--- config.mk ---
export PLATFORM = sky130hd
export DESIGN_NAME = sha256_hash
export DESIGN_NICKNAME = d
export VERILOG_FILES = /design/src/rtl/sha_pkg.sv /design/src/rtl/sha256_hash.sv
export VERILOG_INCLUDE_DIRS = /design/src /design/src/rtl
export SDC_FILE = /design/constraint.sdc
export NUM_CORES = 2
export LEC_CHECK = 0
export ABC_AREA = 1
export BUFFER_PORTS_ARGS = -buffer_cell sky130_fd_sc_hd__clkbuf_2
export CORE_ASPECT_RATIO = 1.75
export CORE_MARGIN = 2
export CORE_UTILIZATION = 55
export DETAILED_ROUTE_END_ITERATION = 7
export PLACE_DENSITY = 0.72
export SYNTH_ARGS = -nofsm -noshare
export SYNTH_HDL_FRONTEND = slang
export SYNTH_SLANG_ARGS = --single-unit
--- constraint.sdc ---
create_clock -name i_clk -period 31.5 [get_ports i_clk]
set_clock_uncertainty 0.2 [all_clocks]
set_input_delay 9.45 -clock i_clk [delete_from_list [all_inputs] [get_ports i_clk]]
set_output_delay 9.45 -clock i_clk [all_outputs]
set_load 0.01 [all_outputs]
--- src/rtl/assert_macros.svh ---
// assertion macros for the rtl, included by sha256_hash.sv
// no dependencies; define NO_ASSERTIONS to compile them out
`ifndef ASSERT_MACROS_SVH
`define ASSERT_MACROS_SVH

`ifndef NO_ASSERTIONS

// property that must hold at every clock edge outside reset
`define SHA_ASSERT(lbl, clk, rst_n, prop) \
    lbl: assert property (@(posedge clk) disable iff (!rst_n) (prop)) \
        else $error("sha assertion failed");

// condition that must be followed by a consequence in the next cycle
`define SHA_ASSERT_NEXT(lbl, clk, rst_n, ante, cons) \
    lbl: assert property (@(posedge clk) disable iff (!rst_n) (ante) |=> (cons)) \
        else $error("sha assertion failed");

`else

`define SHA_ASSERT(lbl, clk, rst_n, prop)
`define SHA_ASSERT_NEXT(lbl, clk, rst_n, ante, cons)

`endif

`endif

--- src/rtl/sha_pkg.sv ---
// sha-256 package: word type, initial hash values, round constants, sigma functions
// no dependencies
`timescale 1ns / 1ps

package sha_pkg;

    typedef logic [31:0] t_word;

    localparam t_word SHA_IV [8] = '{
        32'h6a09e667, 32'hbb67ae85, 32'h3c6ef372, 32'ha54ff53a,
        32'h510e527f, 32'h9b05688c, 32'h1f83d9ab, 32'h5be0cd19
    };

    localparam logic [7:0] PAD_MARK = 8'h80;
    localparam logic [5:0] LEN_POS  = 6'd56;
    localparam logic [5:0] LAST_POS = 6'd63;

    function automatic t_word round_k(input logic [5:0] idx);
        t_word k;
        case (idx)
            6'd0:  k = 32'h428a2f98;  6'd1:  k = 32'h71374491;
            6'd2:  k = 32'hb5c0fbcf;  6'd3:  k = 32'he9b5dba5;
            6'd4:  k = 32'h3956c25b;  6'd5:  k = 32'h59f111f1;
            6'd6:  k = 32'h923f82a4;  6'd7:  k = 32'hab1c5ed5;
            6'd8:  k = 32'hd807aa98;  6'd9:  k = 32'h12835b01;
            6'd10: k = 32'h243185be;  6'd11: k = 32'h550c7dc3;
            6'd12: k = 32'h72be5d74;  6'd13: k = 32'h80deb1fe;
            6'd14: k = 32'h9bdc06a7;  6'd15: k = 32'hc19bf174;
            6'd16: k = 32'he49b69c1;  6'd17: k = 32'hefbe4786;
            6'd18: k = 32'h0fc19dc6;  6'd19: k = 32'h240ca1cc;
            6'd20: k = 32'h2de92c6f;  6'd21: k = 32'h4a7484aa;
            6'd22: k = 32'h5cb0a9dc;  6'd23: k = 32'h76f988da;
            6'd24: k = 32'h983e5152;  6'd25: k = 32'ha831c66d;
            6'd26: k = 32'hb00327c8;  6'd27: k = 32'hbf597fc7;
            6'd28: k = 32'hc6e00bf3;  6'd29: k = 32'hd5a79147;
            6'd30: k = 32'h06ca6351;  6'd31: k = 32'h14292967;
            6'd32: k = 32'h27b70a85;  6'd33: k = 32'h2e1b2138;
            6'd34: k = 32'h4d2c6dfc;  6'd35: k = 32'h53380d13;
            6'd36: k = 32'h650a7354;  6'd37: k = 32'h766a0abb;
            6'd38: k = 32'h81c2c92e;  6'd39: k = 32'h92722c85;
            6'd40: k = 32'ha2bfe8a1;  6'd41: k = 32'ha81a664b;
            6'd42: k = 32'hc24b8b70;  6'd43: k = 32'hc76c51a3;
            6'd44: k = 32'hd192e819;  6'd45: k = 32'hd6990624;
            6'd46: k = 32'hf40e3585;  6'd47: k = 32'h106aa070;
            6'd48: k = 32'h19a4c116;  6'd49: k = 32'h1e376c08;
            6'd50: k = 32'h2748774c;  6'd51: k = 32'h34b0bcb5;
            6'd52: k = 32'h391c0cb3;  6'd53: k = 32'h4ed8aa4a;
            6'd54: k = 32'h5b9cca4f;  6'd55: k = 32'h682e6ff3;
            6'd56: k = 32'h748f82ee;  6'd57: k = 32'h78a5636f;
            6'd58: k = 32'h84c87814;  6'd59: k = 32'h8cc70208;
            6'd60: k = 32'h90befffa;  6'd61: k = 32'ha4506ceb;
            6'd62: k = 32'hbef9a3f7;  6'd63: k = 32'hc67178f2;
        endcase
        return k;
    endfunction

    function automatic t_word rotr(input t_word x, input int unsigned n);
        return (x >> n) | (x << (32 - n));
    endfunction

    function automatic t_word big_sig0(input t_word x);
        return rotr(x, 2) ^ rotr(x, 13) ^ rotr(x, 22);
    endfunction

    function automatic t_word big_sig1(input t_word x);
        return rotr(x, 6) ^ rotr(x, 11) ^ rotr(x, 25);
    endfunction

    function automatic t_word small_sig0(input t_word x);
        return rotr(x, 7) ^ rotr(x, 18) ^ (x >> 3);
    endfunction

    function automatic t_word small_sig1(input t_word x);
        return rotr(x, 17) ^ rotr(x, 19) ^ (x >> 10);
    endfunction

endpackage

--- src/rtl/sha256_hash.sv ---
// sha-256 hasher top level: byte intake, padding, schedule memory and round datapath
// depends on sha_pkg and assert_macros.svh
`timescale 1ns / 1ps
`include "assert_macros.svh"

// sha-256 over a byte stream. each input item carries one optional message byte
// (i_byte_present) and an end-of-message mark (i_last); the item marked last
// produces exactly one output item, the 256-bit digest as eight big-endian
// words, after which the hasher starts over for the next message. an item with
// only the last mark hashes whatever came before (the empty message if nothing).
// byte items are accepted back to back. every 64th byte starts a compression
// (a prefetch of the schedule memory in S_LOAD0 and S_LOAD1, 64 rounds at one
// per cycle, a fold of the rounds into the chaining words in S_ADD) during
// which no item is accepted. the last item adds the padding bytes, one per
// cycle (up to 72 when the length spills into a second block), and one or two
// compressions. the rounds read the 16-word schedule memory through its two
// read ports and write an expanded word back in rounds 15 to 62. the digest
// sits in its own output register, so the next message can stream in while it
// waits to be taken; a second digest waits for the first to leave.
module sha256_hash
    import sha_pkg::*;
(
    input  logic        i_clk,
    input  logic        i_rst_n,
    input  logic        i_valid,
    output logic        o_ready,
    input  logic [7:0]  i_data_byte,
    input  logic        i_byte_present,
    input  logic        i_last,
    output logic        o_valid,
    input  logic        i_ready,
    output logic [31:0] o_digest_word_0,
    output logic [31:0] o_digest_word_1,
    output logic [31:0] o_digest_word_2,
    output logic [31:0] o_digest_word_3,
    output logic [31:0] o_digest_word_4,
    output logic [31:0] o_digest_word_5,
    output logic [31:0] o_digest_word_6,
    output logic [31:0] o_digest_word_7
);

    typedef enum logic [2:0] {
        S_IDLE,
        S_PAD,
        S_LOAD0,
        S_LOAD1,
        S_ROUND,
        S_ADD
    } t_state;

    // control
    t_state      r_state;
    logic [5:0]  r_round;
    logic [5:0]  r_fill;
    logic [63:0] r_bytes;
    logic        r_first;   // next padding byte is the 0x80 marker
    logic        r_pad;     // padding in progress for the current message
    logic        r_len_ok;  // this block has room for the length field
    logic        r_final;   // running compression is the last of the message
    logic        r_o_valid;
    t_word       r_chain [8];
    t_word       r_dig [8];

    // datapath
    logic [23:0] r_acc;     // first three bytes of the word being assembled
    t_word       r_w;       // schedule word of the current round
    t_word       r_wm1;     // schedule word of the previous round
    t_word       r_pa;      // port a read data of the previous cycle
    t_word       r_v [8];   // round variables a..h

    // block buffer and rolling message schedule, one word per entry
    t_word       r_wmem [16];
    t_word       r_rd_a;
    t_word       r_rd_b;

    logic        in_take;
    logic        byte_wr;
    logic [7:0]  wr_byte;
    logic [7:0]  pad_byte;
    logic [7:0]  len_byte;
    logic [63:0] len_bits;
    logic [3:0]  rd_idx;
    logic        rd_direct;
    logic [3:0]  rd_addr_a;
    logic [3:0]  rd_addr_b;
    logic        w_direct;
    t_word       w_exp;
    t_word       n_w;
    logic        mem_we;
    logic [3:0]  mem_wa;
    t_word       mem_wd;
    t_word       t1;
    t_word       t2;
    t_word       sum [8];

    assign o_ready         = (r_state == S_IDLE);
    assign o_valid         = r_o_valid;
    assign o_digest_word_0 = r_dig[0];
    assign o_digest_word_1 = r_dig[1];
    assign o_digest_word_2 = r_dig[2];
    assign o_digest_word_3 = r_dig[3];
    assign o_digest_word_4 = r_dig[4];
    assign o_digest_word_5 = r_dig[5];
    assign o_digest_word_6 = r_dig[6];
    assign o_digest_word_7 = r_dig[7];

    // byte intake: message bytes from the port, padding bytes from the sequencer
    always_comb begin
        in_take  = i_valid && o_ready;
        len_bits = {r_bytes[60:0], 3'b000};
        // big-endian length: position 56 takes the top byte
        len_byte = len_bits[{~r_fill[2:0], 3'b000} +: 8];
        if (r_first) begin
            pad_byte = PAD_MARK;
        end else if (r_len_ok && (r_fill >= LEN_POS)) begin
            pad_byte = len_byte;
        end else begin
            pad_byte = '0;
        end
        byte_wr = (in_take && i_byte_present) || (r_state == S_PAD);
        wr_byte = (r_state == S_PAD) ? pad_byte : i_data_byte;
    end

    // schedule prefetch: reads issued now serve the word computed next cycle.
    // for word k, port a fetches w[k-15] and port b fetches w[k] (k < 16) or w[k-7]
    always_comb begin
        unique case (r_state)
            S_LOAD0: begin
                rd_idx    = 4'd0;
                rd_direct = 1'b1;
            end
            S_LOAD1: begin
                rd_idx    = 4'd1;
                rd_direct = 1'b1;
            end
            S_ROUND: begin
                rd_idx    = r_round[3:0] + 4'd2;
                rd_direct = (r_round < 6'd14);
            end
            default: begin
                rd_idx    = 4'd0;
                rd_direct = 1'b1;
            end
        endcase
        rd_addr_a = rd_idx + 4'd1;
        rd_addr_b = rd_direct ? rd_idx : rd_idx + 4'd9;
    end

    // next schedule word from the fetched data and the word two positions back
    always_comb begin
        w_direct = (r_state == S_LOAD1) || (r_round < 6'd15);
        w_exp    = r_pa + small_sig0(r_rd_a) + r_rd_b + small_sig1(r_wm1);
        n_w      = w_direct ? r_rd_b : w_exp;
    end

    // single write port: expanded words during rounds, packed bytes otherwise
    always_comb begin
        if ((r_state == S_ROUND) && (r_round >= 6'd15) && (r_round != LAST_POS)) begin
            mem_we = 1'b1;
            mem_wa = r_round[3:0] + 4'd1;
            mem_wd = w_exp;
        end else if (byte_wr && (r_fill[1:0] == 2'd3)) begin
            mem_we = 1'b1;
            mem_wa = r_fill[5:2];
            mem_wd = {r_acc, wr_byte};
        end else begin
            mem_we = 1'b0;
            mem_wa = r_fill[5:2];
            mem_wd = {r_acc, wr_byte};
        end
    end

    // one compression round
    always_comb begin
        t1 = r_v[7] + big_sig1(r_v[4]) + ((r_v[4] & r_v[5]) ^ (~r_v[4] & r_v[6]))
             + round_k(r_round) + r_w;
        t2 = big_sig0(r_v[0])
             + ((r_v[0] & r_v[1]) ^ (r_v[0] & r_v[2]) ^ (r_v[1] & r_v[2]));
        for (int j = 0; j < 8; j++) begin
            sum[j] = r_chain[j] + r_v[j];
        end
    end

    always_ff @(posedge i_clk) begin
        if (mem_we) begin
            r_wmem[mem_wa] <= mem_wd;
        end
        r_rd_a <= r_wmem[rd_addr_a];
        r_rd_b <= r_wmem[rd_addr_b];
    end

    always_ff @(posedge i_clk) begin
        if (byte_wr) begin
            r_acc <= {r_acc[15:0], wr_byte};
        end
        if ((r_state == S_LOAD1) || (r_state == S_ROUND)) begin
            r_w   <= n_w;
            r_wm1 <= r_w;
        end
        r_pa <= r_rd_a;
        if (r_state == S_LOAD1) begin
            r_v <= r_chain;
        end else if (r_state == S_ROUND) begin
            r_v[0] <= t1 + t2;
            r_v[1] <= r_v[0];
            r_v[2] <= r_v[1];
            r_v[3] <= r_v[2];
            r_v[4] <= r_v[3] + t1;
            r_v[5] <= r_v[4];
            r_v[6] <= r_v[5];
            r_v[7] <= r_v[6];
        end
    end

    always_ff @(posedge i_clk) begin
        if (!i_rst_n) begin
            r_state   <= S_IDLE;
            r_round   <= '0;
            r_fill    <= '0;
            r_bytes   <= '0;
            r_first   <= 1'b0;
            r_pad     <= 1'b0;
            r_len_ok  <= 1'b0;
            r_final   <= 1'b0;
            r_o_valid <= 1'b0;
            r_chain   <= SHA_IV;
        end else begin
            // a digest taken in the cycle that loads the next one stays valid
            if (r_o_valid && i_ready && !((r_state == S_ADD) && r_final)) begin
                r_o_valid <= 1'b0;
            end
            if (byte_wr) begin
                r_fill <= r_fill + 6'd1;
            end
            unique case (r_state)
                S_IDLE: begin
                    if (in_take) begin
                        if (i_byte_present) begin
                            r_bytes <= r_bytes + 64'd1;
                        end
                        if (i_last) begin
                            r_first <= 1'b1;
                        end
                        if (i_byte_present && (r_fill == LAST_POS)) begin
                            // block full: compress, then pad if this item ends it
                            r_state <= S_LOAD0;
                            r_pad   <= i_last;
                            r_final <= 1'b0;
                        end else if (i_last) begin
                            r_state <= S_PAD;
                            r_pad   <= 1'b1;
                        end
                    end
                end
                S_PAD: begin
                    r_first <= 1'b0;
                    if (r_fill == LAST_POS) begin
                        r_state  <= S_LOAD0;
                        // the block is last only if the length went into it
                        r_final  <= r_len_ok && !r_first;
                        r_len_ok <= 1'b1;
                    end else if (r_first) begin
                        r_len_ok <= (r_fill < LEN_POS);
                    end
                end
                S_LOAD0: begin
                    r_state <= S_LOAD1;
                end
                S_LOAD1: begin
                    r_state <= S_ROUND;
                    r_round <= '0;
                end
                S_ROUND: begin
                    r_round <= r_round + 6'd1;
                    if (r_round == LAST_POS) begin
                        r_state <= S_ADD;
                    end
                end
                S_ADD: begin
                    if (!r_final) begin
                        r_chain <= sum;
                        r_state <= r_pad ? S_PAD : S_IDLE;
                    end else if (!r_o_valid || i_ready) begin
                        // digest out, chaining words back to the start values
                        r_dig     <= sum;
                        r_o_valid <= 1'b1;
                        r_chain   <= SHA_IV;
                        r_bytes   <= '0;
                        r_pad     <= 1'b0;
                        r_final   <= 1'b0;
                        r_len_ok  <= 1'b0;
                        r_state   <= S_IDLE;
                    end
                end
                default: begin
                    r_state <= S_IDLE;
                end
            endcase
        end
    end

    // rounds never write an entry that is being fetched in the same cycle
    `SHA_ASSERT(a_sched_no_overlap, i_clk, i_rst_n, (mem_we && (r_state == S_ROUND)) |-> ((mem_wa != rd_addr_a) && (mem_wa != rd_addr_b)))
    // a compression always starts on a block boundary
    `SHA_ASSERT(a_block_aligned, i_clk, i_rst_n, (r_state == S_LOAD0) |-> (r_fill == 6'd0))
    // a final compression only happens while padding
    `SHA_ASSERT(a_final_in_pad, i_clk, i_rst_n, r_final |-> r_pad)
    // once the last block is folded in, the digest is presented
    `SHA_ASSERT_NEXT(a_digest_shown, i_clk, i_rst_n, (r_state == S_ADD) && r_final && (!r_o_valid || i_ready), o_valid && (r_state == S_IDLE))

endmodule

==> metrics.md <==
| Metric | Value |
|---|---|
| Worst reg-to-reg setup slack | 23280 ps |
| Row cnt | between 200 and 250 |
| DIE AREA | around 180000 um^2 |
| CP Data Required Time | about 32000 ps |
| DIE HEIGHT | around 560 um |
| Distinct cells, synth | between 60 and 70 |
| GRT Total Usage | 0.4180 |
| Max Cap Violations | 0 |
| FF+latch area | 42700 um^2 |
| Largest net degree at the start of global routing | ~230 |
| CP Capture Type | register |
| CTS Buf Count | between 150 and 200 |
| Detail Route Antenna Nets | 0 |
| GRT overflow | 0 |
| RSZ-0062 raised after global routing | no |
| CTS tree | yes |
| DRC | 1 |
| Hold WC Path Type | reg2reg |
| Later-pin clock latency in the skew report | between 800 and 900 ps |
| EDFF count, synth | approximately 1100 |
| Worst rel slew slack | 0.01543 |
| Area of the multi-input gates | 47420 um^2 |
| Postcts setup bufs | 0 |
| Die X | between 300 and 400 um |
| Drt first pass iters | 8 |
| RR Endpoint | r_v[246] |
| H-tree depth | 4 |
| Most common library cells after synthesis | nand2_1 (2678), inv_1 (1400), edfxtp_1 (1112), o21ai_0 (1076), a21oi_1 (941) |
| Antenna violations before repair | 11 |
| Syn_nets | approximately 12000 |
| RePlAce Congestion | approximately 1.0 |
| Top area cells in the synthesized netlist | edfxtp_1 (34%), nand2_1 (10%), dfxtp_1 (9.6%), o21ai_0 (5.5%), inv_1 (5.4%) |
| Final Max Slew Viols | 0 |
| Routed Wire Length | a little under 400000 um |
| Crit Path Class | in2reg |
| Bufs on Longest Clock Path | 4 |
| Register bit total from synthesis | 1577 |
| Reg2Reg Depth | 30 |
| DR vias/cell | 6.227 |
| Reg clk slew, reported paths | ~70 ps |
| Root Buffer | clkbuf_16 |
| R2R Path Start | r_v[113] |
| Synth Flop Type | edfxtp_1 |
| Crit path launch | i_rst_n |
| Fmax | 0.07474 GHz |
| Post-route clock period utilization | 0.4247 |
| Vias in the first global route | slightly below 90000 |
| Worst setup SP type | primary input |
| Worst-path fanout max | approximately 110 |
| Slew @ Worst Pin | 1477 ps |
| Share of layout cells above drive strength 1 | 0.06157 |
| Via count | roughly 89000 |
| Fillers | approximately 16000 |
| Post-synthesis sequential area ratio | 0.4391 |
| Outcome | complete, but fails checks |
| Post-Synthesis Cells | approximately 12000 |
| Share of the synthesized area in the top cell type | 0.3434 |
| Post-cts hold buffer count | 0 |
| Core area | between 150000 and 200000 um^2 |
| FFs w/ async S/R, synth | 0 |
| Setup Total Neg Slack | 0 ps |
| Post-CTS sizing | 0 |
| WP data arrival | between 10000 and 15000 ps |
| CTS sink count | ~1600 |
| Layout area overhead | 8.762% |
| Most frequent cell after synthesis | nand2_1 |
| Wire length per cell | approximately 27 um |
| Synth warnings | 0 |
| DP Wirelength | approximately 280000 um |
| Final Hold Viols | 0 |
| Cell Area, Synth | roughly 100000 um^2 |
| Worst Setup EP | o_digest_word_7[12] |
| Initial drt markers | 9634 |
| Global-route wire length before repair | roughly 560000 um |
| I/O Pins | roughly 270 |
| Final min period | between 10000 and 15000 ps |
| Failing checks | DRC |
| Port-buffer cells | approximately 270 |
| Synth area leader | edfxtp_1 |
| Final setup viols | 0 |
| Final #Nets | 12430 |
| Syn avg cell area | ~8.3 um^2 |
| Initial Util | 0.5521 |
-- critical path: stages --
cell and delay, ps:
buf_4 630, inv_8 390, nor3_2 700, buf_12 480, buf_4 720, buf_4 820
-- metrics by stage --
| stage | area (um^2) | hold WS (ps) | worst slack (ps) | std cells | util |
|---|---|---|---|---|---|
| global placement | 100400 | 236.6 | 17440 | 13930 | 0.5702 |
| CTS | 105700 | 243.6 | 18120 | 14220 | 0.6004 |
| floorplan | 97240 | 174.1 | 2946 | 11790 | - |
| detailed placement | 100400 | 234.0 | 17240 | 13930 | 0.5702 |
| finish | 105800 | 247.0 | 18120 | 14230 | 0.6005 |
| global route | 105700 | 243.1 | 17850 | 14220 | 0.6004 |
-- cells by family after synthesis --
logic type | share of synthesized area
xor gates and xnor gates | 0.04332
and+or+nand+nor | 0.1926
muxes | 0.0002059
AOI/OAI and AO/OA | 0.1581
adders and majority gates | 0.09094
DFF | 0.4391
buffers and inverters | 0.07567
-- routing by layer --
layer  share of wire  global-route usage  wire length (um)  vias to the layer above
li1                -                   -                 -                    39850
met1            0.33              0.4504            127200                    42010
met5        0.000073                   0                28                        -
met4            0.10              0.3604             40280                        4
met2            0.48              0.7144            185900                     5116
met3           0.080             0.06331             30670                     1621
-- how the worst min path moves through the flow --
stage	slack (ps)	end	cells past startpoint	from
final	250	r_pa[16]	0	r_rd_a[16]
after global routing	240	r_pa[25]	0	r_rd_a[25]
after CTS	240	r_pa[25]	0	r_rd_a[25]
after detailed placement	230	r_pa[25]	0	r_rd_a[25]
after global placement	240	r_acc[15]	0	r_acc[7]
after floorplan	170	r_pa[0]	0	r_rd_a[0]
-- layout by cell type (no fill, tap or decap), types with 28 or more instances in the layout --
master,n
nor3_1,101
fa_1,195
inv_1,1398
a21o_1,55
ha_1,393
a21oi_1,940
o21ai_1,56
a31oi_1,40
and2_1,47
clkbuf_2,270
o211ai_1,301
o21bai_1,65
o221ai_1,49
nor2_1,773
buf_4,91
o21ai_0,1074
nand2_1,2678
dfxtp_1,464
clkbuf_1,34
xnor2_1,214
xor2_1,262
nand4_1,130
nand3_1,612
nand3b_1,44
o21a_1,38
edfxtp_1,1112
o22ai_1,40
clkbuf_16,164
or2_2,28
-- final cells by class --
| cell class | instances | share of cell area |
|---|---|---|
| Clock buffer | 208 | 0.04131 |
| Multi-Input combinational cell | 8303 | 0.4483 |
| Clock inverter | 81 | 0.008932 |
| Sequential cell | 1577 | 0.4038 |
| Inverter | 1419 | 0.05064 |
| Tap cell | 2266 | 0.02681 |
| Antenna cell | 8 | 0.0001893 |
| Timing Repair Buffer | 365 | 0.01999 |
-- flip-flops by register name (all words and copies together), names as in the netlist, 6 cells and up, named ones only --
register,count
r_wm1,32
r_w,32
o_digest_word_5,32
o_digest_word_1,32
r_pa,32
o_digest_word_4,32
r_rd_b,32
r_v,256
r_bytes,61
r_round,6
o_digest_word_3,32
o_digest_word_0,32
r_acc,24
r_wmem,512
r_fill,6
o_digest_word_6,32
r_rd_a,32
o_digest_word_2,32
r_chain,256
o_digest_word_7,32
Power is left out: the tool's default activity adds up to more than one toggle a clock period on the data nets, which glitch-free logic cannot reach.
